===== config.mk =====
export PLATFORM = sky130hd
export DESIGN_NAME = sej_ram
export DESIGN_NICKNAME = d
export VERILOG_FILES = /design/src/sv/sej_ram.sv
export SDC_FILE = /design/constraint.sdc
export NUM_CORES = 2
export LEC_CHECK = 0
export ABC_CLOCK_PERIOD_IN_PS = 5350
export BUFFER_PORTS_ARGS = -buffer_cell sky130_fd_sc_hd__buf_2
export CAP_MARGIN = 15
export CORE_UTILIZATION = 30
export CTS_CLUSTER_SIZE = 14
export DETAILED_ROUTE_END_ITERATION = 12
export GPL_TIMING_DRIVEN = 0
export PLACE_DENSITY_LB_ADDON = 0.3
export SYNTH_ARGS = -nofsm -noshare
export SYNTH_HDL_FRONTEND = slang
export SYNTH_SLANG_ARGS = --single-unit

===== constraint.sdc =====
create_clock -name clk -period 5.35 [get_ports clk]
set_input_delay 1.07 -clock clk [delete_from_list [all_inputs] [get_ports clk]]
set_output_delay 1.07 -clock clk [all_outputs]
set_load 0.1 [all_outputs]

===== src/sv/sej_ram.sv =====
// Generic single-write, single-read RAM with a registered read port.
`timescale 1ns / 1ps

module sej_ram #(
  parameter int WIDTH = 32,
  parameter int DEPTH = 64
) (
  input  logic                     clk,
  input  logic                     we,
  input  logic [$clog2(DEPTH)-1:0] waddr,
  input  logic [WIDTH-1:0]         wdata,
  input  logic [$clog2(DEPTH)-1:0] raddr,
  output logic [WIDTH-1:0]         rdata
);

  logic [WIDTH-1:0] mem [DEPTH];

  // Write port and registered read port.
  always_ff @(posedge clk) begin
    if (we) begin
      mem[waddr] <= wdata;
    end
    rdata <= mem[raddr];
  end

endmodule


# --- Word level (Yosys, flattened, before mapping) ---
# Memories as Yosys holds them, arrays and structs flattened. A register that Yosys moved wholly into a read port is not among the register bits.
# Index checks and enable logic that the tools add are counted.
totals:
  regBits: 0
  mem_bits_rw: 2048
  in_bits: 46
  word_cells: 3
  mem_count: 1
memory_table:
  columns: ["memory", "depth", "word_bits", "rd", "rd_ports_with_merged_regs", "wr", "line", "rtl"]
  rows:
  - ["mem", 64, 32, 1, 1, 1, "16", "logic [WIDTH-1:0] mem [DEPTH];"]
classes:
  muxes: 2
ops:
  columns: ["cell", "count"]
  rows:
  - ["2-to-1 mux 1 bit", 2]

# --- Longest topological paths before layout ---
logic_depth:
  depth_word: 2
  depth_mapped: 10

# --- Worst setup path before layout ---
# Ideal clock, no wire load.
synth_timing:
  kind: "in2reg"
  start: "input port waddr[3]"
  end: "memory mem[48][0], enable pin"
  setup_ns: 0.461
  arrival_time_ns: 3.769
  required_ns: 4.889
  path_slack_ns: 1.120
  path_stages: 4
  path_buffers: 1
  cell_sequence: "clkbuf_1 nor2b_1 nand4b_1 nor3_1"
synth_lines:
  columns: ["element", "line", "rtl"]
  rows:
  - ["from (decl)", "10", "input logic [$clog2(DEPTH)-1:0] waddr,"]
  - ["to (decl)", "16", null]
# No word-level cell before the write port.

==> flow_results.xml <==
<?xml version="1.0" encoding="UTF-8"?>
<metrics>
  <group name="routing">
    <metric name="drc_errors" unit="">0</metric>
    <metric name="totalWireLength" unit="um">251700</metric>
    <metric name="number_of_optimization_iterations_in_the_first_detailed_route_pass" unit="">5</metric>
    <metric name="num_vias" unit="">39085</metric>
    <metric name="route.detailed.vias_per_inst" unit="">5.264</metric>
    <metric name="drt-initial-drc-count" unit="">5541</metric>
    <metric name="antenna_violating_nets_remaining" unit="">0</metric>
    <metric name="wl_per_cell" unit="um">33.90</metric>
  </group>
  <group name="critical_path">
    <metric name="worstPathBufferInverterCount" unit="">5</metric>
    <metric name="register_to_register_setup_slack" unit="ps">2570</metric>
    <metric name="critical_path_slowest_stage_cell" unit="">clkbuf_1</metric>
    <metric name="critPathKind" unit="">in -&gt; reg</metric>
    <metric name="arrival" unit="ps">5800</metric>
    <metric name="start_kind" unit="">primary input</metric>
    <metric name="path_delay_family" unit="">buffers and inverters</metric>
    <metric name="worst-endpoint-required" unit="ps">6000</metric>
    <metric name="timing.critical_path.cells" unit="">buf_2, buf_2, buf_2, clkbuf_1, buf_2, mux2i_1, a21oi_1, a21oi_1, nor2_1</metric>
    <metric name="timing.critical_path.from" unit="">raddr[1]</metric>
    <metric name="worstReg2RegStart" unit="">mem[18][18]$_DFFE_PP_</metric>
    <metric name="slowest_delay" unit="ps">950</metric>
    <metric name="critical_path.max_fanout" unit="">10</metric>
    <metric name="type_of_destination_of_the_critical_path" unit="">flop</metric>
    <metric name="worst_path_most_repeated_cell" unit="">buf_2</metric>
  </group>
  <group name="clocking">
    <metric name="cts_tree" unit="">yes</metric>
    <metric name="cts_hold_buffers" unit="">0</metric>
    <metric name="worst_setup_hold_path_clk_slew" unit="ps">60</metric>
    <metric name="max-clock-path-buffers" unit="">3</metric>
    <metric name="clock-sinks" unit="">2080</metric>
    <metric name="number_of_post_cts_setup_repair_buffers" unit="">0</metric>
    <metric name="clk_latency" unit="ps">880</metric>
    <metric name="htree_num_levels" unit="">4</metric>
    <metric name="post_cts_resized" unit="">0</metric>
    <metric name="tritoncts.num_buffers" unit="">212</metric>
    <metric name="clock-root-buffer" unit="">clkbuf_16</metric>
  </group>
  <group name="sta">
    <metric name="grt_setup_unrepaired" unit="">no</metric>
    <metric name="fin_crit" unit="ps">5151</metric>
    <metric name="timing.final.crit_share" unit="%">96.28</metric>
    <metric name="slew_viol_final" unit="">0</metric>
    <metric name="finalSetupViolations" unit="">0</metric>
    <metric name="hold_viol_final" unit="">0</metric>
    <metric name="worst-slew-pin-transition" unit="ps">1263</metric>
    <metric name="max_freq" unit="MHz">194.1</metric>
    <metric name="setup_tns" unit="ps">0</metric>
    <metric name="slew_hr" unit="%">15.77</metric>
    <metric name="clock_skew" unit="ps">69.31</metric>
  </group>
  <group name="power">
    <metric name="clkPwrFrac" unit="%">42.4</metric>
    <metric name="power_frac_comb" unit="%">6.3</metric>
    <metric name="power.switching" unit="W">0.008031</metric>
    <metric name="power_density" unit="nW/um^2">376.3</metric>
    <metric name="peakVddDrop" unit="V">0.0003578</metric>
    <metric name="leakage" unit="nW">28.78</metric>
    <metric name="switching_share" unit="%">22.80</metric>
    <metric name="pwr-share-seq" unit="%">51.3</metric>
    <metric name="cellInternalPower" unit="W">0.02720</metric>
  </group>
  <group name="job">
    <metric name="maxCapViolations" unit="">0</metric>
  </group>
  <group name="layout">
    <metric name="finish.cell_count_without_fillers" unit="">7425</metric>
    <metric name="area_delta_synth_final" unit="%">19.24</metric>
    <metric name="design_area" unit="um^2">93620</metric>
    <metric name="layout_commonest_cell" unit="">edfxtp_1</metric>
    <metric name="n_fill_cell" unit="">23602</metric>
    <metric name="nets" unit="">3795</metric>
    <metric name="post_route_cells_drive_above_1_share" unit="%">30.93</metric>
    <metric name="layout.cells.most_common_list" unit="">2048 x edfxtp_1, 544 x mux4_2, 214 x clkbuf_16</metric>
  </group>
  <group name="synth">
    <metric name="synthDistinctLibCells" unit="">34</metric>
    <metric name="yosys_register_bits" unit="">2080</metric>
    <metric name="post_synthesis_sequential_area_ratio" unit="%">79.14</metric>
    <metric name="post_synth_inst_count" unit="">3324</metric>
    <metric name="mean_post_synth_cell_area" unit="um^2">23.62</metric>
    <metric name="post_synth_main_area_contributors" unit="">edfxtp_1 78%, mux4_2 16%, mux2i_1 1.2%, dfxtp_1 0.82%, o22ai_1 0.67%</metric>
    <metric name="netlist.top_cell.by_area" unit="">edfxtp_1</metric>
    <metric name="synthesis.yosys.warnings" unit="">0</metric>
    <metric name="synth_area" unit="um^2">78520</metric>
    <metric name="syn_nets" unit="">3370</metric>
    <metric name="synth_largest_type_area_fraction" unit="%">78.33</metric>
    <metric name="synth-async-reset-ratio" unit="%">0</metric>
    <metric name="synth_edf_count" unit="">2048</metric>
    <metric name="synth_top_flop_cell" unit="">edfxtp_1</metric>
  </group>
  <group name="global_routing">
    <metric name="grt_pass1_wl" unit="um">337500</metric>
    <metric name="antenna_violations_before_repair" unit="">35</metric>
    <metric name="grt_max_degree" unit="">65</metric>
    <metric name="grt-ovfl-total" unit="">0</metric>
    <metric name="first_global_vias" unit="">38588</metric>
    <metric name="global_route.usage.total" unit="%">18.93</metric>
  </group>
  <group name="floorplanning">
    <metric name="pin_count" unit="">78</metric>
    <metric name="floorplan.die.height" unit="um">513.6</metric>
    <metric name="floorplan.rows" unit="">187</metric>
    <metric name="initial_utilization" unit="%">30.20</metric>
    <metric name="die_area" unit="um^2">263800</metric>
    <metric name="die_w" unit="um">513.6</metric>
    <metric name="floorplan.core_area" unit="um^2">259900</metric>
  </group>
  <group name="worst_hold_path">
    <metric name="hold_class" unit="">in -&gt; reg</metric>
    <metric name="holdCritStartpoint" unit="">wdata[29]</metric>
  </group>
  <group name="place">
    <metric name="io_buffer_count" unit="">69</metric>
    <metric name="gp_congestion" unit="">0.8289</metric>
    <metric name="placed_cells_incl_taps" unit="">7012</metric>
    <metric name="detailed_place.area" unit="um^2">86220</metric>
    <metric name="dp_hpwl" unit="um">168100</metric>
  </group>
  <group name="outcome">
    <metric name="status" unit="">complete, no violations</metric>
  </group>
</metrics>
-- sequential cells by signal (all words and copies together), names as in the netlist --
| signal | cells |
|---|---|
| mem | 2048 |
| rdata | 32 |
-- area by class of cell --
type,count,area (um^2),share of cell area [%]
Multi-Input combinational cell,1062,15970,17.05
Tap cell,3496,4374,4.672
Timing Repair Buffer,211,3223,3.443
Clock inverter,110,1287,1.375
Sequential cell,2080,62140,66.37
Antenna cell,4,10.01,0.01069
Clock buffer,280,5733,6.123
Buffer,182,892.1,0.9529
-- logic make-up (layout without fill, tap and decap cells) --
group,after synthesis,count (layout),share of synthesized area [%]
other cells,0,4,0
compound gates,202,202,1.673
buf+inv,182,783,1.128
mux,637,637,16.79
simple gates,223,223,1.265
flops,2080,2080,79.14
-- power groups by stage --
stage | logic, W | clock network, W | registers (W)
floorplan | 0.000877 | 0 | 0.0187
global placement | 0.00209 | 0 | 0.0184
detailed placement | 0.00218 | 0 | 0.0184
CTS | 0.00218 | 0.0151 | 0.0181
global route | 0.00228 | 0.0157 | 0.0181
finish | 0.00222 | 0.0149 | 0.0181
-- synth_stat cells, types with 3 or more instances --
cell	instances
o221ai_1	27
mux2i_1	93
mux4_2	544
or3_1	3
a21oi_1	62
o22ai_1	84
nor2b_1	15
a311oi_1	8
buf_2	57
and3_1	4
nor3_1	7
clkbuf_1	74
or3b_2	3
nand3b_1	5
dfxtp_1	32
o32ai_1	4
a41o_1	4
buf_1	21
nand3_1	5
nand2b_1	8
nor2_1	137
edfxtp_1	2048
a22oi_1	12
buf_4	25
nand2_1	26
buf_6	5
-- worst register-to-register path, stage by stage (launching register included) --
cell,delay (ps)
edfxtp_1,370
mux4_2,500
mux4_2,500
o22ai_1,810
nor2_1,390
-- worst paths after layout --
check,end,depth (start not counted)
setup reg to reg,rdata[18]$_DFF_P_,4
hold reg to reg,rdata[29]$_DFF_P_,5
hold / removal,mem[45][29]$_DFFE_PP_,1
setup / recovery,rdata[16]$_DFF_P_,9
-- per-stage QoR --
stage | power [W] | setup slack (ps) | util [%] | hold slack [ps]
after floorplan | 0.01956 | 1120 | - | 663.2
after global placement | 0.02052 | -3414 | 32.02 | 994.4
after detailed placement | 0.02060 | -494.4 | 33.17 | 1001
after CTS | 0.03540 | 428.8 | 35.87 | 657.8
after global routing | 0.03608 | 352.8 | 36.01 | 558.3
final | 0.03523 | 198.9 | 36.02 | 575.5
-- routing by layer --
layer	vias up	track usage, %	share of wire, %
met5	-	0	0.058
met4	20	6.903	3.9
met3	412	4.267	8.7
met2	1976	30.04	47
met1	21535	25.40	40
li1	15142	-	-
Power figures use the tool's default switching activity.
