### src/sv/sej_pkg.sv
// Shared constants, command types and the CORDIC angle table for the Jacobi eigen-solver.
`timescale 1ns / 1ps

package sej_pkg;

  localparam int MAX_N = 8;
  localparam int FRAC_BITS = 16;
  localparam int IDX_W = 3;
  localparam int ADDR_W = 2 * IDX_W;
  localparam int DEPTH = MAX_N * MAX_N;
  localparam int DATA_W = 32;
  localparam int CORDIC_STEPS = 30;
  localparam int CORDIC_W = 56;
  localparam int ANG_W = 34;
  localparam int PRESHIFT = 20;
  localparam int ACC_W = 66;

  localparam logic signed [ANG_W-1:0] PI_Q30 = 34'sd3373259426;
  localparam logic signed [CORDIC_W-1:0] CORDIC_GAIN = 56'sd652032874;
  localparam logic signed [DATA_W-1:0] ONE_Q30 = 32'sd1073741824;

  // One product term for the multiply-accumulate unit.
  typedef struct packed {
    logic en;
    logic clr;
    logic neg;
    logic dbl;
    logic signed [DATA_W-1:0] a;
    logic signed [DATA_W-1:0] b;
  } mac_cmd_t;

  // Start request for the CORDIC unit.
  typedef struct packed {
    logic start;
    logic vec;
    logic signed [ANG_W-1:0] x;
    logic signed [ANG_W-1:0] y;
    logic signed [ANG_W-1:0] z;
  } cordic_cmd_t;

  // Result of the CORDIC unit, valid in the cycle that done is high.
  typedef struct packed {
    logic done;
    logic signed [ANG_W-1:0] z;
    logic signed [DATA_W-1:0] c;
    logic signed [DATA_W-1:0] s;
  } cordic_res_t;

  // Arctangent of 2^-idx in Q30 radians.
  function automatic logic signed [ANG_W-1:0] atan_entry(input logic [4:0] idx);
    logic signed [ANG_W-1:0] v;
    case (idx)
      5'd0:  v = 34'sh03243F6A8;
      5'd1:  v = 34'sh01DAC6705;
      5'd2:  v = 34'sh00FADBAFC;
      5'd3:  v = 34'sh007F56EA6;
      5'd4:  v = 34'sh003FEAB76;
      5'd5:  v = 34'sh001FFD55B;
      5'd6:  v = 34'sh000FFFAAA;
      5'd7:  v = 34'sh0007FFF55;
      5'd8:  v = 34'sh0003FFFEA;
      5'd9:  v = 34'sh0001FFFFD;
      5'd10: v = 34'sh0000FFFFF;
      5'd11: v = 34'sh00007FFFF;
      5'd12: v = 34'sh00003FFFF;
      5'd13: v = 34'sh00001FFFF;
      5'd14: v = 34'sh00000FFFF;
      5'd15: v = 34'sh000007FFF;
      5'd16: v = 34'sh000003FFF;
      5'd17: v = 34'sh000001FFF;
      5'd18: v = 34'sh000000FFF;
      5'd19: v = 34'sh0000007FF;
      5'd20: v = 34'sh0000003FF;
      5'd21: v = 34'sh0000001FF;
      5'd22: v = 34'sh0000000FF;
      5'd23: v = 34'sh00000007F;
      5'd24: v = 34'sh00000003F;
      5'd25: v = 34'sh00000001F;
      5'd26: v = 34'sh00000000F;
      5'd27: v = 34'sh000000008;
      5'd28: v = 34'sh000000004;
      5'd29: v = 34'sh000000002;
      default: v = '0;
    endcase
    return v;
  endfunction

endpackage

### src/sv/sej_mac.sv
// Shared multiply-accumulate unit with Q30 rounding, saturation and unit clamp.
`timescale 1ns / 1ps

module sej_mac (
  input  logic                                    clk,
  input  logic                                    rst,
  input  sej_pkg::mac_cmd_t                       cmd,
  output logic signed [sej_pkg::DATA_W-1:0]       sat,
  output logic signed [sej_pkg::DATA_W-1:0]       unit
);

  logic signed [2*sej_pkg::DATA_W-1:0] prod;
  logic en_q;
  logic clr_q;
  logic neg_q;
  logic dbl_q;
  logic signed [sej_pkg::ACC_W-1:0] acc;
  logic signed [sej_pkg::ACC_W-1:0] term;
  logic signed [sej_pkg::ACC_W-1:0] base;
  logic signed [sej_pkg::ACC_W-1:0] biased;
  logic signed [sej_pkg::ACC_W-1:0] rnd;

  // The product is registered first, then added into the accumulator.
  always_ff @(posedge clk) begin
    if (rst) begin
      en_q <= 1'b0;
    end else begin
      en_q <= cmd.en;
    end
    prod  <= cmd.a * cmd.b;
    clr_q <= cmd.clr;
    neg_q <= cmd.neg;
    dbl_q <= cmd.dbl;
    if (en_q) begin
      acc <= neg_q ? (base - term) : (base + term);
    end
  end

  always_comb begin
    term = dbl_q ? (sej_pkg::ACC_W'(prod) <<< 1) : sej_pkg::ACC_W'(prod);
    base = clr_q ? '0 : acc;
  end

  // Round to nearest on the Q30 boundary with halves rounded up, then saturate and unit-clamp.
  always_comb begin
    biased = acc + (sej_pkg::ACC_W'(1) <<< 29);
    rnd    = biased >>> 30;
    if (rnd > sej_pkg::ACC_W'(32'sh7FFF_FFFF)) begin
      sat = 32'sh7FFF_FFFF;
    end else if (rnd < -(sej_pkg::ACC_W'(1) <<< 31)) begin
      sat = 32'sh8000_0000;
    end else begin
      sat = rnd[sej_pkg::DATA_W-1:0];
    end
    if (rnd > sej_pkg::ACC_W'(sej_pkg::ONE_Q30)) begin
      unit = sej_pkg::ONE_Q30;
    end else if (rnd < -sej_pkg::ACC_W'(sej_pkg::ONE_Q30)) begin
      unit = -sej_pkg::ONE_Q30;
    end else begin
      unit = rnd[sej_pkg::DATA_W-1:0];
    end
  end

endmodule

### config.mk
export PLATFORM = sky130hd
export DESIGN_NAME = sej_mac
export DESIGN_NICKNAME = d
export VERILOG_FILES = /design/src/sv/sej_pkg.sv /design/src/sv/sej_mac.sv
export SDC_FILE = /design/constraint.sdc
export NUM_CORES = 2
export LEC_CHECK = 0
export ABC_AREA = 1
export BUFFER_PORTS_ARGS = -buffer_cell sky130_fd_sc_hd__buf_2
export CAP_MARGIN = 0
export CORE_ASPECT_RATIO = 1.5
export CORE_MARGIN = 10
export CORE_UTILIZATION = 40
export CTS_CLUSTER_DIAMETER = 80
export CTS_CLUSTER_SIZE = 16
export DETAILED_ROUTE_END_ITERATION = 10
export PLACE_DENSITY_LB_ADDON = 0.15
export SLEW_MARGIN = 20
export SYNTH_ARGS = -nofsm -noshare
export SYNTH_HDL_FRONTEND = slang
export SYNTH_SLANG_ARGS = --single-unit
### constraint.sdc
create_clock -name clk -period 10.11 [get_ports clk]
set_input_delay 0.5055 -clock clk [delete_from_list [all_inputs] [get_ports clk]]
set_output_delay 0.5055 -clock clk [all_outputs]
set_load 0.01 [all_outputs]
# == Yosys cells after proc, flatten, opt, wreduce, memory -nomap -nowiden ==
# Cells that the tools add are included.
# W data, S select, Z words.
# op_classes
n_lt_le_gt_ge,4
multipliers,1
addsub,3
mux,7
# op_table
operator,n
$mux W66,2
$mux W32,4
$gt A36 B32 Y1 const B,2
$add A66 B31 Y66 const B,1
$add A66 B65 Y66,1
$sub A66 B65 Y66,1
$mul A32 B32 Y64,1
$mux W64,1
$lt A36 B31 Y1 const B,1
$lt A36 B32 Y1 const B,1
# totals
out_inout_bits,64
elab_cells,21
ff_bits,134
in_bits,70

# == Longest topological paths before layout ==
# depth
ltp_word,4
mapped_depth,32
depth_no_buf,30

# == Least setup slack after synthesis ==
# No wires, ideal clock.
# synth_path
path_type,in2reg
from,input cmd[63] in the netlist's numbering
to,register prod[58] in the netlist's numbering
setup_time_ns,0.113
arrival_ns,7.168
slack_ns,2.829
stages,25
t_required_ns,9.997
cell_sequence,clkbuf_1 nand2_1 inv_1 fa_1 inv_1 fa_1 inv_1 fa_1 fa_1 inv_1 fa_1 inv_1 fa_1 inv_1 fa_1 inv_1 fa_1 ha_1 nand2_1 nor2_1 inv_1 nor4_1 o21ai_0 nand4_1 nand2_1
# synth_via
elab_chain_cells,1
# synth_lines
element,line_no,text
from (decl),sej_mac.sv:7,"input sej_pkg::mac_cmd_t cmd,"
$mul A32 B32 Y64,sej_mac.sv:30,prod <= cmd.a * cmd.b;
to (signal assigned),sej_mac.sv:30,
to (decl),sej_mac.sv:12,logic signed [2*sej_pkg::DATA_W-1:0] prod;
# Every way passes these cells.
# A chain may end at the register's enable or synchronous reset.

# == Worst setup path after layout ==
# layout_path
from,input cmd[63] in the netlist's numbering
to,register prod[51] in the netlist's numbering
# The elaborated chain is that of the path after synthesis.

==> results.py <==
metrics = {
    "logic_synthesis": {
        "synth_area_um2": 51630,
        "ys.flop_type": "dfxtp_1",
        "synth_top_area_share_pct": 41.99,
        "ys.warnings.count": 0,
        "synth_area_leaders": "fa_1, inv_1, nand2_1",
        "yosysMostFrequentCell": "inv_1",
        "syn_nets": 8365,
        "yosysTopAreaCell": "fa_1",
        "ys_seq_area_share_pct": 6.475,
        "synth_commonest_cells": "inv_1, nand2_1, fa_1",
        "synth_edf_count": 66,
        "async_flop_share_pct": 0,
        "avgSynthCellArea_um2": 7.417,
        "ys_ff_latch": 134,
        "ys_types": 51,
        "syn_inst": 6961,
    },
    "clock_tree": {
        "clkTransAtPathRegs_ps": 70,
        "cts_resized": 0,
        "cts-htree-levels": 4,
        "cts_tree": "done",
        "cts_root_buffer": "clkbuf_16",
        "hold_buffers": 0,
        "numCtsBuffers": 17,
        "post-cts-setup-buffer-count": 0,
        "clock_sinks": 134,
        "clkLatencyLatePin_ps": 490,
        "cts_buffer_depth": 2,
    },
    "die": {
        "chipWidth_um": 313.3,
        "rows": 161,
        "die_h_um": 460.0,
        "die-area_um2": 144100,
        "io_pins": 134,
        "core_area_um2": 128300,
        "floorplan.initialDensity_pct": 40.24,
    },
    "global_route": {
        "grt_pass1_wl_um": 278700,
        "grt-ovfl-total": 0,
        "grt_usage_pct": 25.34,
        "grt_max_degree": 74,
        "antenna_found_initial": 8,
        "grt_pass1_vias": 47530,
    },
    "sta": {
        "rsz0062_at_grt": "false",
        "min_period_ps": 7907,
        "worst_slew_pin_slew_ps": 1018,
        "period_share_pct": 78.21,
        "hold_viol_final": 0,
        "fmax_ghz": 0.1265,
        "setup_viol": 0,
        "tns_ps": 0,
        "slew_headroom_pct": 31.43,
        "worst_slack_ps": 2203,
        "fin_skew_ps": 16.17,
        "report.final.slew_viol_count": 0,
    },
    "setup_path": {
        "worst_path_most_repeated_cell": "inv_1",
        "critPathArrivalTime_ps": 8320,
        "cp_max_fo": 25,
        "regToRegSetupSlack_ps": 3710,
        "r2r-start": "dbl_q",
        "cp-end-kind": "flip-flop",
        "critPathSlowestCell": "fa_1",
        "critPathMaxStageDelay_ps": 940,
        "start_kind": "input port",
        "critical_path_required_ps": 10520,
        "startpoint": "cmd[63]",
        "path_class": "in -> reg",
    },
    "detailed_routing": {
        "antenna_left": 0,
        "vias_per_cell": 4.964,
        "wl_per_cell_um": 20.86,
        "finalWirelength_um": 180500,
        "drc": 0,
        "via_count": 42970,
        "drt_iter0_markers": 2493,
        "dr.pass1.iters": 7,
    },
    "flow_run": {
        "maxCapViolCount": 0,
    },
    "worst_hold_path": {
        "holdCritStartpoint": "cmd[65]",
        "holdCritPathClass": "in -> reg",
    },
    "cells_and_area": {
        "fin_nets": 8332,
        "syn2layout_area_growth_pct": 5.506,
        "drive_gt1_share_pct": 4.841,
        "fillCellCount": 13540,
        "seq_area_um2": 3349,
        "multi_input_area_um2": 39960,
    },
    "placed_design": {
        "post-place-ws_ps": 1605,
        "hpwl_um": 156100,
        "gp_congestion": 0.9554,
        "port_buffers": 133,
    },
    "status": {
        "status": "finished clean",
    },
}
worst max-delay path: cells and delay by family:
kind | cells | cell delay (ps)
xor gates and xnor gates | 1 | 150
adders and majority gates | 9 | 4770
buffers and inverters | 11 | 1870
and+or+nand+nor | 7 | 1000
through the flow:
step	instances	area, um^2	utilization, %	hold slack (ps)
3_5_place_dp	8620	53830	41.95	609.2
2_1_floorplan	6961	51630	-	533.2
6_report	8656	54470	42.45	118.7
5_1_grt	8654	54470	42.45	111.9
4_1_cts	8652	54450	42.43	86.63
3_3_place_gp	8619	53810	41.93	610.3
metal layers:
metal	global-route usage, %	vias up	routed length, um
met2	49.22	1094	98420
li1	-	19990	-
met5	0	-	71
met1	27.14	21500	65870
met4	12.49	12	10100
met3	1.922	379	6073
registers in the layout, summed over array words and instances, names as in the netlist:
name / cells
clr_q: 1
neg_q: 1
dbl_q: 1
en_q: 1
acc: 66
prod: 64
cells in the final DEF, fill, tap and decap left out, drive strengths merged, types with 2 or more instances in the layout:
| master | instances |
|---|---|
| a21boi | 6 |
| a21o | 23 |
| a21oi | 226 |
| a31oi | 19 |
| and2 | 7 |
| buf | 186 |
| clkbuf | 26 |
| clkinv | 7 |
| dfxtp | 68 |
| diode | 4 |
| edfxtp | 66 |
| fa | 1083 |
| ha | 251 |
| inv | 1946 |
| nand2 | 1750 |
| nand3 | 142 |
| nand3b | 9 |
| nand4 | 47 |
| nor2 | 538 |
| nor3 | 41 |
| nor4 | 12 |
| o211ai | 6 |
| o21a | 4 |
| o21ai | 243 |
| o21bai | 28 |
| o221ai | 2 |
| or2 | 18 |
| xnor2 | 39 |
| xor2 | 143 |
cell type report:
| cell class | count | area share, % |
|---|---|---|
| Tap cell | 1711 | 3.930 |
| Inverter | 1948 | 13.42 |
| Clock inverter | 6 | 0.1080 |
| Sequential cell | 134 | 6.149 |
| Timing Repair Buffer | 186 | 1.989 |
| Multi-Input combinational cell | 4641 | 73.36 |
| Antenna cell | 4 | 0.01838 |
| Clock buffer | 26 | 1.020 |
final timing paths:
path | endpoint | cells past startpoint
setup reg to reg | acc[65] | 22
hold reg to reg | acc[7] | 0
hold / removal | neg_q | 1
setup / recovery | prod[51] | 28
cells by family (layout without fill, tap and decap cells):
group	count (synthesis)	in the layout	synth area share (%)
XOR/XNOR	182	182	3.117
other	0	4	0
adder cells (fa/ha/maj)	1334	1334	48.08
flip-flops	134	134	6.475
AND/OR/NAND/NOR	2567	2567	20.02
buffers and inverters	2186	2166	16.17
AO/OA/AOI/OAI	558	558	6.141
Power is left out: the tool's default activity adds up to more than one toggle a clock period on the data nets, which glitch-free logic cannot reach.
