File: src/sv/sej_pkg.sv
// Shared constants, command types and the CORDIC angle table for the Jacobi eigen-solver.
`timescale 1ns / 1ps

package sej_pkg;

  localparam int MAX_N = 8;
  localparam int FRAC_BITS = 16;
  localparam int IDX_W = 3;
  localparam int ADDR_W = 2 * IDX_W;
  localparam int DEPTH = MAX_N * MAX_N;
  localparam int DATA_W = 32;
  localparam int CORDIC_STEPS = 30;
  localparam int CORDIC_W = 56;
  localparam int ANG_W = 34;
  localparam int PRESHIFT = 20;
  localparam int ACC_W = 66;

  localparam logic signed [ANG_W-1:0] PI_Q30 = 34'sd3373259426;
  localparam logic signed [CORDIC_W-1:0] CORDIC_GAIN = 56'sd652032874;
  localparam logic signed [DATA_W-1:0] ONE_Q30 = 32'sd1073741824;

  // One product term for the multiply-accumulate unit.
  typedef struct packed {
    logic en;
    logic clr;
    logic neg;
    logic dbl;
    logic signed [DATA_W-1:0] a;
    logic signed [DATA_W-1:0] b;
  } mac_cmd_t;

  // Start request for the CORDIC unit.
  typedef struct packed {
    logic start;
    logic vec;
    logic signed [ANG_W-1:0] x;
    logic signed [ANG_W-1:0] y;
    logic signed [ANG_W-1:0] z;
  } cordic_cmd_t;

  // Result of the CORDIC unit, valid in the cycle that done is high.
  typedef struct packed {
    logic done;
    logic signed [ANG_W-1:0] z;
    logic signed [DATA_W-1:0] c;
    logic signed [DATA_W-1:0] s;
  } cordic_res_t;

  // Arctangent of 2^-idx in Q30 radians.
  function automatic logic signed [ANG_W-1:0] atan_entry(input logic [4:0] idx);
    logic signed [ANG_W-1:0] v;
    case (idx)
      5'd0:  v = 34'sh03243F6A8;
      5'd1:  v = 34'sh01DAC6705;
      5'd2:  v = 34'sh00FADBAFC;
      5'd3:  v = 34'sh007F56EA6;
      5'd4:  v = 34'sh003FEAB76;
      5'd5:  v = 34'sh001FFD55B;
      5'd6:  v = 34'sh000FFFAAA;
      5'd7:  v = 34'sh0007FFF55;
      5'd8:  v = 34'sh0003FFFEA;
      5'd9:  v = 34'sh0001FFFFD;
      5'd10: v = 34'sh0000FFFFF;
      5'd11: v = 34'sh00007FFFF;
      5'd12: v = 34'sh00003FFFF;
      5'd13: v = 34'sh00001FFFF;
      5'd14: v = 34'sh00000FFFF;
      5'd15: v = 34'sh000007FFF;
      5'd16: v = 34'sh000003FFF;
      5'd17: v = 34'sh000001FFF;
      5'd18: v = 34'sh000000FFF;
      5'd19: v = 34'sh0000007FF;
      5'd20: v = 34'sh0000003FF;
      5'd21: v = 34'sh0000001FF;
      5'd22: v = 34'sh0000000FF;
      5'd23: v = 34'sh00000007F;
      5'd24: v = 34'sh00000003F;
      5'd25: v = 34'sh00000001F;
      5'd26: v = 34'sh00000000F;
      5'd27: v = 34'sh000000008;
      5'd28: v = 34'sh000000004;
      5'd29: v = 34'sh000000002;
      default: v = '0;
    endcase
    return v;
  endfunction

endpackage

File: src/sv/sej_cordic.sv
// Iterative CORDIC unit: vectoring for the rotation angle, rotation for cosine and sine.
`timescale 1ns / 1ps

module sej_cordic (
  input  logic                  clk,
  input  logic                  rst,
  input  sej_pkg::cordic_cmd_t  cmd,
  output sej_pkg::cordic_res_t  res
);

  logic signed [sej_pkg::CORDIC_W-1:0] x;
  logic signed [sej_pkg::CORDIC_W-1:0] y;
  logic signed [sej_pkg::CORDIC_W-1:0] dx;
  logic signed [sej_pkg::CORDIC_W-1:0] dy;
  logic signed [sej_pkg::CORDIC_W-1:0] x_in;
  logic signed [sej_pkg::CORDIC_W-1:0] y_in;
  logic signed [sej_pkg::ANG_W-1:0] z;
  logic signed [sej_pkg::ANG_W-1:0] ang;
  logic [4:0] i;
  logic busy;
  logic vec;
  logic done;
  logic sel;

  // One micro-rotation per cycle; the direction rule differs by mode.
  always_comb begin
    dx   = y >>> i;
    dy   = x >>> i;
    ang  = sej_pkg::atan_entry(i);
    sel  = vec ? ~y[sej_pkg::CORDIC_W-1] : z[sej_pkg::ANG_W-1];
    x_in = sej_pkg::CORDIC_W'(cmd.x);
    y_in = sej_pkg::CORDIC_W'(cmd.y);
  end

  always_ff @(posedge clk) begin
    if (rst) begin
      busy <= 1'b0;
      done <= 1'b0;
      vec  <= 1'b0;
    end else begin
      done <= 1'b0;
      if (cmd.start) begin
        vec <= cmd.vec;
        i   <= '0;
        if (cmd.vec) begin
          if (cmd.y == '0) begin
            // Angle of a vector on the x axis is known at once.
            z    <= cmd.x[sej_pkg::ANG_W-1] ? sej_pkg::PI_Q30 : '0;
            done <= 1'b1;
            busy <= 1'b0;
          end else if (cmd.x[sej_pkg::ANG_W-1]) begin
            // Left half-plane: turn the vector round by pi first.
            x    <= (-x_in) <<< sej_pkg::PRESHIFT;
            y    <= (-y_in) <<< sej_pkg::PRESHIFT;
            z    <= cmd.y[sej_pkg::ANG_W-1] ? -sej_pkg::PI_Q30 : sej_pkg::PI_Q30;
            busy <= 1'b1;
          end else begin
            x    <= x_in <<< sej_pkg::PRESHIFT;
            y    <= y_in <<< sej_pkg::PRESHIFT;
            z    <= '0;
            busy <= 1'b1;
          end
        end else begin
          x    <= sej_pkg::CORDIC_GAIN;
          y    <= '0;
          z    <= cmd.z;
          busy <= 1'b1;
        end
      end else if (busy) begin
        if (sel) begin
          x <= x + dx;
          y <= y - dy;
          z <= z + ang;
        end else begin
          x <= x - dx;
          y <= y + dy;
          z <= z - ang;
        end
        if (i == 5'(sej_pkg::CORDIC_STEPS - 1)) begin
          busy <= 1'b0;
          done <= 1'b1;
        end else begin
          i <= i + 5'd1;
        end
      end
    end
  end

  // Cosine and sine are clamped to the unit range.
  always_comb begin
    res.done = done;
    res.z    = z;
    if (x > sej_pkg::CORDIC_W'(sej_pkg::ONE_Q30)) begin
      res.c = sej_pkg::ONE_Q30;
    end else if (x < -sej_pkg::CORDIC_W'(sej_pkg::ONE_Q30)) begin
      res.c = -sej_pkg::ONE_Q30;
    end else begin
      res.c = x[sej_pkg::DATA_W-1:0];
    end
    if (y > sej_pkg::CORDIC_W'(sej_pkg::ONE_Q30)) begin
      res.s = sej_pkg::ONE_Q30;
    end else if (y < -sej_pkg::CORDIC_W'(sej_pkg::ONE_Q30)) begin
      res.s = -sej_pkg::ONE_Q30;
    end else begin
      res.s = y[sej_pkg::DATA_W-1:0];
    end
  end

endmodule

File: config.mk
export PLATFORM = sky130hd
export DESIGN_NAME = sej_cordic
export DESIGN_NICKNAME = d
export VERILOG_FILES = /design/src/sv/sej_pkg.sv /design/src/sv/sej_cordic.sv
export SDC_FILE = /design/constraint.sdc
export NUM_CORES = 1
export LEC_CHECK = 0
export BUFFER_PORTS_ARGS = -buffer_cell sky130_fd_sc_hd__buf_2
export CAP_MARGIN = 10
export CORE_MARGIN = 2
export CORE_UTILIZATION = 44
export CTS_CLUSTER_SIZE = 30
export DETAILED_ROUTE_END_ITERATION = 12
export PLACE_DENSITY = 0.58
export SLEW_MARGIN = 10
export SYNTH_ARGS = -nofsm -noshare
export SYNTH_HDL_FRONTEND = slang
export SYNTH_SLANG_ARGS = --single-unit
export TNS_END_PERCENT = 5
File: constraint.sdc
create_clock -name clk -period 9.1 [get_ports clk]
set_input_delay 1.365 -clock clk [delete_from_list [all_inputs] [get_ports clk]]
set_output_delay 1.365 -clock clk [all_outputs]
set_load 0.1 [all_outputs]
; After elaboration in Yosys (flattened, before gate mapping)
; Memories as Yosys holds them, arrays and structs flattened. A register that Yosys moved wholly into a read port is not among the register bits.
; Index checks and enable logic that the tools add are counted.
; W data, S select, Z words.
[op_classes]
n_addsub = 9
magnitude_cmp = 4
n_eq_ne = 3
n_shift = 2
muxes = 39
bitwise = 2
n_reduce_logical = 5
[op_table]
columns = operator, count
row1 = $mux W56, 12
row2 = $mux W34, 7
row3 = $mux W32, 5
row4 = $add A56 B56 Y56, 2
row5 = $gt A56 B32 Y1 const B, 2
row6 = $lt A56 B31 Y1 const B, 2
row7 = $sshr A56 B5 Y56, 2
row8 = $sub A56 B56 Y56, 2
row9 = $neg A34 Y36, 2
row10 = $add A34 B34 Y34, 1
row11 = $logic_not A34 Y1, 1
row12 = $sub A34 B34 Y34, 1
row13 = $mux W5, 4
row14 = $mux W1, 11
row15 = $reduce_and A3 Y1, 2
row16 = $add A5 B1 Y5 const B, 1
row17 = $eq A5 B5 Y1 const B, 1
row18 = $ne A3 B3 Y1 const B, 1
row19 = $ne A2 B2 Y1 const B, 1
row20 = $not A1 Y1, 2
row21 = $reduce_and A2 Y1, 1
row22 = $reduce_bool A2 Y1, 1
[word_totals]
regBits = 154
mem_bits_ro = 960
inputBits = 106
output_inout_bits = 99
n_memories = 1
[mem_list]
columns = memory, depth, width, read_ports, rd_clocked_by_memory_dff, wr, line
row1 = (name not given), 32, 30, 1, 1, 0, sej_pkg.sv:52  ; case (idx)

; Longest topological paths before layout
[logic_depth]
word_depth = 5
mapped_depth = 36
mapped_depth_nobuf = 25

; Least setup slack after synthesis
; No wires, ideal clock.
[synth_timing]
path_type = flip-flop to flip-flop
from = register i[2]
to = register x[55] in the netlist's numbering, data pin
setup_time_ps = 260
arrival_time_ps = 7464
setup_slack_ps = 1375
path_stages_with_launch = 35
n_path_buf = 12
path_cell_list = edfxtp_1 > buf_2 > buf_4 > buf_2 > buf_2 > buf_4 > buf_2 > buf_2 > buf_2 > buf_2 > buf_2 > clkbuf_1 > buf_1 > nand2_1 > o211ai_1 > o21a_1 > ha_1 > nand4_1 > nor3_1 > nand3_1 > nor3_1 > nand2b_1 > xnor2_1 > ha_1 > and3_1 > and4_1 > a221oi_1 > nor2b_1 > a311oi_1 > o31ai_1 > a211oi_1 > a21oi_1 > a41oi_1 > o21ai_0 > mux2_4
[synth_via]
elab_chain_cells = 5
word_cells_on_any_way = 6
[synth_rtl]
columns = item, line
row1 = "start, declared", sej_cordic.sv:19  ; logic [4:0] i;
row2 = "start signal, assigned", sej_cordic.sv:83  ; i <= i + 5'd1;
row3 = $sshr A56 B5 Y56 *, sej_cordic.sv:27  ; dx = y >>> i;
row4 = $sub A56 B56 Y56 or $add A56 B56 Y56 (tied branches), "sej_cordic.sv:75, sej_cordic.sv:71"
row5 = $mux W56 *, sej_cordic.sv:70  ; if (sel) begin
row6 = $mux W56 *, sej_cordic.sv:69  ; end else if (busy) begin
row7 = $mux W56 *, sej_cordic.sv:42  ; if (cmd.start) begin
row8 = "end signal, assigned", sej_cordic.sv:53  ; x <= (-x_in) <<< sej_pkg::PRESHIFT;
row9 = "end signal, assigned", sej_cordic.sv:71  ; x <= x + dx;
row10 = "end signal, assigned", sej_cordic.sv:75  ; x <= x - dx;
row11 = "end, declared", sej_cordic.sv:11  ; logic signed [sej_pkg::CORDIC_W-1:0] x;
; Mark *: on every way between the ends. The rest lies on a longest branch, timed or not. The select of a mux whose other input is x is not followed.
; A chain may end at the register's enable or synchronous reset.

; Worst setup path after layout
[layout_timing]
from = register i[1]
to = register x[55] in the netlist's numbering, data pin
; Same word-level chain as after synthesis.

==> flow_summary.toml <==
[worst_setup_path]
end_kind = "flip-flop"
crit_family = "compound AO/OA/AOI/OAI gates"
cp_slowest_cell = "nor4_2"
start_kind = "flip-flop"
r2r_start = "i[1]"
critical_path_buf_inv_count = 2
startpoint = "i[1]"
reg2reg_slack_ns = 0.97
slowest_delay_ns = 0.64
crit_chain = "buf_12, mux4_2, mux2i_1, o22ai_1, a211oi_1, o2111ai_1, nor4_2, and3_1, nand3b_1, o41ai_1, xnor2_1, ha_1, and3_1, and4_1, a221oi_1, nor2b_1, a311oi_1, o31ai_1, buf_4, a211oi_1, a21oi_1, a41oi_1, o21ai_0, mux2_4"
cp_data_arrival_time_ns = 8.40
cp_max_fo = 71
cp.required_ns = 9.37
path_class = "reg -> reg"

[timing]
max_freq_mhz = 123
fin_crit_sh_pct = 89.4
drv_slew = 0
layout_min_cycle_time_ns = 8.13
finalSetupViolations = 0
rsz0062_at_grt = "no"
finalSetupTns_ns = 0
timing.slew.headroom_pct = 20.3
fin_skew_ns = 0.0221
worst_slew_pin_slew_ns = 1.19
setup_ws_ns = 0.968
hold_viol_final = 0

[grt]
antenna_found_initial = 0
grt_pass1_vias = 26800
overflow = 0
grt_start_max_net_pins = 137
grtUsageTotal_pct = 34.6
grt_pass1_wl_um = 174000

[floorplan]
num_rows = 92
design.die.area_mm2 = 0.0663
io_pins = 205
die_h_um = 257
core-area_mm2 = 0.0633
die_w_um = 257
start_util_pct = 44.6

[synth]
synth_top_area_share_pct = 16.0
synthTopCellsByArea = "edfxtp_1, mux4_2, ha_1"
syn_inst = 3314
synth_seq_cells = 184
ys.flop_type = "edfxtp_1"
ys_types = 93
synth_edf_count = 151
seq_area_frac_synth_pct = 18.4
synth_nets = 3587
syn_avg_cell_area_um2 = 8.53
synth_largest_area_cell = "edfxtp_1"
synth_most_common_cell = "nand2_1"
netlist_top_cells_count = "nand2_1, a21oi_1, nor2_1, o21ai_0, xor2_1"
yosys_warnings = 0
async_reset_ff_share_pct = 0
synth_area_mm2 = 0.0283

[clock_tree]
path_clk_slew_ns = 0.09
insertion_delay_ns = 0.51
cts_buffers = 17
h-tree-depth = 4
cts_tree = "done"
clk_path_buf_depth = 2
clock-root-buffer = "clkbuf_16"
holdBufCountCts = 0
cts_setup_buffers = 0
cts.repair.resized = 0
cts.sinks = 184

[hold_path]
min_from = "busy"
hp-class = "reg -> reg"

[detailed_routing]
via_per_inst = 6.64
ant_nets = 0
drcViolationCount = 0
drt_pass1_iterations = 6
wl_per_cell_um = 27.7
vias = 28300
drt_iter0_drc = 3060
wirelength_um = 118000

[placed_design]
numPortBuffers = 204
place_worst_setup_slack_ns = 1.13
routabilityCongestion = 0.999
dp_hpwl_um = 91800

[run]
cap_violations = 0

[layout]
area_delta_synth_final_pct = 8.37
diodes = 0
drive_gt1_share_pct = 16.1
fillers = 6200
nNetsFinal = 3674

[power]
vdd_ir_drop_max_mv = 0.208
p_per_area_mw_per_mm2 = 395
leakage_nw = 12.2

[status]
outcome = "finished clean"
[routing by layer]
layer | part of all wire (%) | wire length [µm] | GRT usage [%]
met5 | 0 | 0 | 0
met4 | 4.0 | 4770 | 13.4
met3 | 7.8 | 9170 | 5.95
met2 | 44 | 52400 | 53.1
met1 | 44 | 51800 | 48.5
[registers in the layout, indices dropped and copies added, names as in the netlist]
name / flops
y: 56
done: 1
i: 5
ang: 30
x: 56
z: 34
busy: 1
vec: 1
[cells in the final DEF, fill, tap and decap left out, types with 33 or more instances in the layout]
| cell type | count |
|---|---|
| edfxtp_1 | 151 |
| inv_1 | 73 |
| nor3_1 | 53 |
| nand3_1 | 67 |
| a31oi_1 | 44 |
| dfxtp_1 | 33 |
| xnor2_1 | 146 |
| a21o_1 | 95 |
| xor2_1 | 177 |
| nor2_1 | 229 |
| buf_4 | 76 |
| ha_1 | 164 |
| buf_2 | 203 |
| mux2_2 | 36 |
| nand2_1 | 280 |
| o21ai_0 | 208 |
| mux2i_1 | 143 |
| o31ai_1 | 40 |
| nand4_1 | 39 |
| and3_1 | 34 |
| a21oi_1 | 267 |
| mux4_2 | 154 |
| o22ai_1 | 84 |
| nor2b_1 | 89 |
[tightest hold or removal path, stage by stage (launching register included)]
cell and delay, ns:
dfxtp_1 0.32, a21oi_1 0.12, nor2_1 0.05
[where the power goes]
part	leakage (nW)	internal [W]	switching, W
registers	1.74	0.00138	0.000712
clock network	0.307	0.000384	0.000469
logic	10.2	0.00373	0.00543
total	12.2	0.00549	0.00661
[cell type report]
| type | instances | area, µm² | share of cell area, % |
|---|---|---|---|
| multi-input cells | 2837 | 21800 | 71.1 |
| flip-flops and latches | 184 | 5190 | 17.0 |
| clock buffers | 17 | 425 | 1.39 |
| well taps | 846 | 1060 | 3.46 |
| repair buffers | 283 | 1670 | 5.44 |
| inverters | 78 | 293 | 0.956 |
| clock inverters | 15 | 210 | 0.686 |
[final timing paths]
| check | endpoint | depth (start not counted) |
|---|---|---|
| worst min register to register | done | 2 |
| worst min-delay path | done | 2 |
| worst max register to register | x[55] | 24 |
| worst max-delay path | x[55] | 24 |
[stage by stage]
step           instance area, µm²  power, W  hold slack [ns]  util (%)  std cells
2_1_floorplan               28300   0.00848            0.458         -       3314
3_3_place_gp                30000    0.0109            0.488      47.4       4228
3_5_place_dp                30000    0.0110            0.526      47.4       4228
4_1_cts                     30600    0.0119            0.547      48.4       4260
5_1_grt                     30600    0.0129            0.585      48.4       4260
6_report                    30600    0.0121            0.541      48.4       4260
[logic make-up (layout without fill, tap and decap cells)]
family | Yosys count | count (layout) | synth area share (%)
adders and majority gates | 167 | 167 | 7.47
and+or+nand+nor | 999 | 999 | 17.7
xor gates and xnor gates | 323 | 323 | 10.0
AOI/OAI and AO/OA | 1010 | 1010 | 22.7
muxes | 338 | 338 | 19.0
buffers and inverters | 293 | 393 | 4.71
DFF | 184 | 184 | 18.4
(Power assumes the default switching activity.)
